<file path="src/hdl/bipartite_check_bfs_core_defines.svh">
// assertion macros for the bipartite check core
// expects signals named clock and reset in the scope of each use
`ifndef BIPARTITE_CHECK_BFS_CORE_DEFINES_SVH
`define BIPARTITE_CHECK_BFS_CORE_DEFINES_SVH

// same-cycle implication
`define BCB_ASSERT_NOW(lbl, ante, cons, msg) \
   lbl: assert property (@(posedge clock) disable iff (reset) (ante) |-> (cons)) \
      else $error(msg);

// next-cycle implication
`define BCB_ASSERT_NEXT(lbl, ante, cons, msg) \
   lbl: assert property (@(posedge clock) disable iff (reset) (ante) |=> (cons)) \
      else $error(msg);

`endif

</file>
<file path="src/hdl/bcb_pkg.sv">
// shared types and constants of the bipartite check core
// no dependencies; imported by the controller, datapath and top level
package bcb_pkg;

   // beat layout
   localparam int unsigned FIELD_W     = 9;
   localparam int unsigned FUNC_W      = 2;
   localparam int unsigned REQ_TDATA_W = 32;
   localparam int unsigned RSP_TDATA_W = 8;

   // request kinds carried in req_tuser
   localparam logic [FUNC_W-1:0] FUNC_BEGIN = 2'd0;
   localparam logic [FUNC_W-1:0] FUNC_ADD   = 2'd1;
   localparam logic [FUNC_W-1:0] FUNC_EVAL  = 2'd2;

   // colours held in the colour memory
   localparam logic COLOUR_WHITE = 1'b1;
   localparam logic COLOUR_BLACK = 1'b0;

   typedef enum logic [3:0] {
      ST_IDLE,
      ST_ADD_WR,
      ST_SCAN,
      ST_DEQ,
      ST_CUR_RD,
      ST_NB_INIT,
      ST_NB_RD,
      ST_NB_COL,
      ST_NB_CHK,
      ST_FINISH
   } state_type;

   typedef struct packed {
      logic do_begin;
      logic add_read;
      logic add_write;
      logic eval_init;
      logic scan_skip;
      logic scan_start;
      logic deq_read;
      logic cur_read;
      logic cur_init;
      logic nb_read;
      logic nb_latch;
      logic nb_visit;
      logic clash;
      logic rsp_load;
   } cmd_type;

   typedef struct packed {
      logic scan_done;
      logic start_coloured;
      logic queue_empty;
      logic nbs_done;
      logic nb_coloured;
      logic colour_clash;
      logic rsp_busy;
   } status_type;

endpackage

</file>
<file path="src/hdl/bcb_ctrl.sv">
// sequencing state machine of the bipartite check core
// depends on bcb_pkg for the state, command and status types
module bcb_ctrl
   import bcb_pkg::*;
(
   input  logic              clock,
   input  logic              reset,
   input  logic              req_valid,
   input  logic [FUNC_W-1:0] req_func,
   input  status_type        status,
   output logic              req_ready,
   output cmd_type           cmd
);

   state_type state_ff;
   state_type state_in;

   always_ff @(posedge clock) begin
      if (reset) begin
         state_ff <= ST_IDLE;
      end else begin
         state_ff <= state_in;
      end
   end

   always_comb begin
      state_in = state_ff;
      unique case (state_ff)
         ST_IDLE: begin
            if (req_valid) begin
               unique case (req_func)
                  FUNC_ADD:  state_in = ST_ADD_WR;
                  FUNC_EVAL: state_in = ST_SCAN;
                  default:   state_in = ST_IDLE;
               endcase
            end
         end
         ST_ADD_WR:  state_in = ST_IDLE;
         ST_SCAN: begin
            if (status.scan_done) begin
               state_in = ST_FINISH;
            end else if (!status.start_coloured) begin
               state_in = ST_DEQ;
            end
         end
         ST_DEQ:     state_in = status.queue_empty ? ST_SCAN : ST_CUR_RD;
         ST_CUR_RD:  state_in = ST_NB_INIT;
         ST_NB_INIT: state_in = ST_NB_RD;
         ST_NB_RD:   state_in = status.nbs_done ? ST_DEQ : ST_NB_COL;
         ST_NB_COL:  state_in = ST_NB_CHK;
         ST_NB_CHK: begin
            if (status.nb_coloured && status.colour_clash) begin
               state_in = ST_FINISH;
            end else begin
               state_in = ST_NB_RD;
            end
         end
         ST_FINISH: begin
            if (!status.rsp_busy) begin
               state_in = ST_IDLE;
            end
         end
         default:    state_in = ST_IDLE;
      endcase
   end

   always_comb begin
      cmd       = '0;
      req_ready = (state_ff == ST_IDLE);
      unique case (state_ff)
         ST_IDLE: begin
            if (req_valid) begin
               unique case (req_func)
                  FUNC_BEGIN: cmd.do_begin  = 1'b1;
                  FUNC_ADD:   cmd.add_read  = 1'b1;
                  FUNC_EVAL:  cmd.eval_init = 1'b1;
                  default:    cmd         = '0;
               endcase
            end
         end
         ST_ADD_WR: cmd.add_write = 1'b1;
         ST_SCAN: begin
            if (!status.scan_done) begin
               cmd.scan_skip  = status.start_coloured;
               cmd.scan_start = !status.start_coloured;
            end
         end
         ST_DEQ:     cmd.deq_read = !status.queue_empty;
         ST_CUR_RD:  cmd.cur_read = 1'b1;
         ST_NB_INIT: cmd.cur_init = 1'b1;
         ST_NB_RD:   cmd.nb_read  = !status.nbs_done;
         ST_NB_COL:  cmd.nb_latch = 1'b1;
         ST_NB_CHK: begin
            cmd.nb_visit = !status.nb_coloured;
            cmd.clash    = status.nb_coloured && status.colour_clash;
         end
         ST_FINISH:  cmd.rsp_load = !status.rsp_busy;
         default:    cmd = '0;
      endcase
   end

endmodule

</file>
<file path="config.mk">
export PLATFORM = sky130hd
export DESIGN_NAME = bcb_ctrl
export DESIGN_NICKNAME = d
export VERILOG_FILES = /design/src/hdl/bipartite_check_bfs_core_defines.svh /design/src/hdl/bcb_pkg.sv /design/src/hdl/bcb_ctrl.sv
export SDC_FILE = /design/constraint.sdc
export NUM_CORES = 1
export LEC_CHECK = 0
export ABC_AREA = 1
export BUFFER_PORTS_ARGS = -buffer_cell sky130_fd_sc_hd__buf_2
export CAP_MARGIN = 20
export CORE_AREA = 2 2 39 41
export CTS_CLUSTER_DIAMETER = 50
export CTS_CLUSTER_SIZE = 24
export DETAILED_ROUTE_END_ITERATION = 6
export DIE_AREA = 0 0 41 43
export HOLD_SLACK_MARGIN = 0.12
export PLACE_DENSITY = 0.69
export SYNTH_ARGS = -nofsm -noshare
export SYNTH_HDL_FRONTEND = slang
export SYNTH_SLANG_ARGS = --single-unit
</file>
<file path="constraint.sdc">
create_clock -name clock -period 1.6 [get_ports clock]
set_clock_uncertainty 0.05 [all_clocks]
set_input_delay 0.08 -clock clock [delete_from_list [all_inputs] [get_ports clock]]
set_output_delay 0.08 -clock clock [all_outputs]
set_load 0.03 [all_outputs]
</file>
==> results.yml <==
yosys:
  synth_compound_area_share_pct: 7.493
  syn-mean-instance-area_um2: 5.639
  async_flop_share_pct: 0
  netlist.area_leader.share_pct: 18.44
  yosysTopAreaCell: "dfxtp_1"
  synthCells: 77
  muxShareOfSynthArea_pct: 0
  synth-adder-area-share_pct: 0
  netlist_top_cells_area: "dfxtp_1, inv_1, nand2_1"
  synth_simple_gate_area_share_pct: 54.18
  synth_edf_count: 0
  synth_top_family_by_area: "simple AND/OR/NAND/NOR gates"
  synth-seq-area-share_pct: 18.44
  synth_most_common_cell: "inv_1"
  ys.flop_type: "dfxtp_1"
  netlist_area_um2: 434.2
  yosys_warnings: 0
  synth_cell_types: 19
  synth_nets: 89
  synth_common_cells: "inv_1, nand2_1, nor2_1"
  synth_xor_area_share_pct: 0
  ys_ff_latch: 4
critical_path:
  rr_endpoint: "state_ff[0]"
  arrival_ns: 1.35
  path_cells: "nor2_4, nand2_1, nor4_1, buf_4"
  crit_path_start_kind: "register"
  reg2reg_depth: 6
  cp_top_family: "simple AND/OR/NAND/NOR gates"
  worstSetupPathType: "register to output port"
  cp-endpoint: "cmd[13]"
  r2r-start: "state_ff[3]"
  worstPathRequired_ns: 1.47
  crit_fanout: 7
  reg2reg_slack_ns: 0.37
  slowest_stage: "dfxtp_1"
  critPathLaunch: "state_ff[3]"
  crit_buf_inv: 1
  max_stage_delay_ns: 0.38
  worst-path-stages: 4
  end_kind: "output port"
finish:
  finish.utilization_pct: 45.03
  antennaDiodeCount: 0
  layout-drive-gt1-share_pct: 43.81
  fill_cells: 168
  area_growth_pct: 43.52
  largest_reg_flops: 4
  nets: 119
  largestRegisters: "state_ff (4)"
  largest-register: "state_ff"
timing:
  period_minus_slack_ns: 1.475
  setup-violations-final: 0
  finalHoldWorstSlack_ns: 0.1337
  hold_violations: 0
  timing.fmax_mhz: 677.8
  slew_violations: 0
  relSlewSlack_pct: 80.33
  setup_tns_ns: 0
  worstMarginPinSlew_ns: 0.2947
  period_share_pct: 92.21
grt:
  antenna_found_initial: 0
  gr-total-overflow: 0
  grt_usage_pct: 16.68
  grt_pass1_vias: 519
  grt_start_max_net_pins: 10
  grt_pass1_wl_um: 1973
die:
  initial_core_util_pct: 31.37
  coreArea_um2: 1384
  die_area_um2: 1763
  die_w_um: 41
  io_pins: 27
  rows: 14
  dieHeight_um: 43
clocking:
  root_buffer: "clkbuf_4"
  htree_levels: 1
  cts_sinks: 4
  path_clk_slew_ns: 0.04
  tritoncts: "yes"
  cts-buffers-inserted: 3
  post_cts_buffers: 0
  clk_path_buf_depth: 2
  clk_latency_ns: 0.24
route:
  drt_iter0_markers: 14
  drc_errors: 0
  ant_nets: 0
  vias: 569
  firstDrtPassIters: 4
  routed_wirelength_um: 1209
  wl_per_cell_um: 9.992
  viasPerCell: 4.702
power_and_ir_drop:
  fin_total_pwr_w: 0.0003913
  powerDensity_nw_per_um2: 628.0
  p_leak_nw: 0.3885
  vdd_drop_max_mv: 0.2171
hold_path:
  hold_class: "input port to register"
run:
  cap_violations: 0
outcome:
  outcome: "finished, final reports clean"
place:
  hpwl_um: 997.2
  io_buffers: 26
  gp_congestion: 0.8325
per-stage QoR:
step / std cells / setup WS (ns) / area, µm²
finish: 121 / 0.1246 / 623.1
floorplan: 77 / -0.1125 / 440.4
global route: 121 / -0.03377 / 623.1
detailed placement: 117 / 0.3138 / 571.8
CTS: 121 / 0.06501 / 604.3
global placement: 117 / 0.3162 / 571.8
power breakdown:
group / switching (W) / internal (W)
clock network: 0.0000442 / 0.0000841
registers: 0.0000142 / 0.000107
logic: 0.0000932 / 0.0000488
total: 0.000151 / 0.000240
how the worst min path moves through the flow:
| stage | startpoint | end | slack [ns] | cells after the start |
|---|---|---|---|---|
| after global routing | status[6] | state_ff[3] | 0.13 | 3 |
| after floorplan | reset | state_ff[1] | 0.09 | 1 |
| after CTS | status[6] | state_ff[3] | 0.14 | 3 |
| after global placement | reset | state_ff[1] | 0.24 | 2 |
| final | status[6] | state_ff[3] | 0.13 | 3 |
| after detailed placement | reset | state_ff[1] | 0.24 | 2 |
placed cells by master (no fill, tap or decap), drive strengths merged:
cell type,n
buf,26
nor2,20
inv,18
nand2,14
nand3,5
dfxtp,4
nand4,3
nor3,3
clkbuf,3
nor4,3
o21ai,2
a21oi,2
a41oi,1
dlygate4sd3,1
cell type report:
type,count,area (µm²),share of cell area (%)
multi-input cells,53,285.3,45.78
repair buffers,27,145.1,23.29
flip-flops and latches,4,82.58,13.25
inverters,18,67.56,10.84
clock buffers,3,22.52,3.614
well taps,16,20.02,3.213
tightest hold or removal path: cells and delay by family:
family | cells | cell delay [ns]
simple gates | 1 | 0.07
buf+inv | 1 | 0.11
compound gates | 1 | 0.11
metal layers:
layer,wire length (µm),track usage (%)
met5,0,0
met4,17,10.00
met3,74,4.712
met2,633,25.62
met1,483,19.35
logic make-up after synthesis:
logic type	after synthesis
AND/OR/NAND/NOR	48
buffers and inverters	20
AO/OA/AOI/OAI	5
flip-flops	4
what timing repair did:
item | 4_1_cts | 5_1_grt
hold endpoints to repair | 4 | 0
hold buffers | 1 | 0
resized for setup | 0 | 6
setup endpoints to repair | 0 | 5
(Power assumes the default switching activity.)
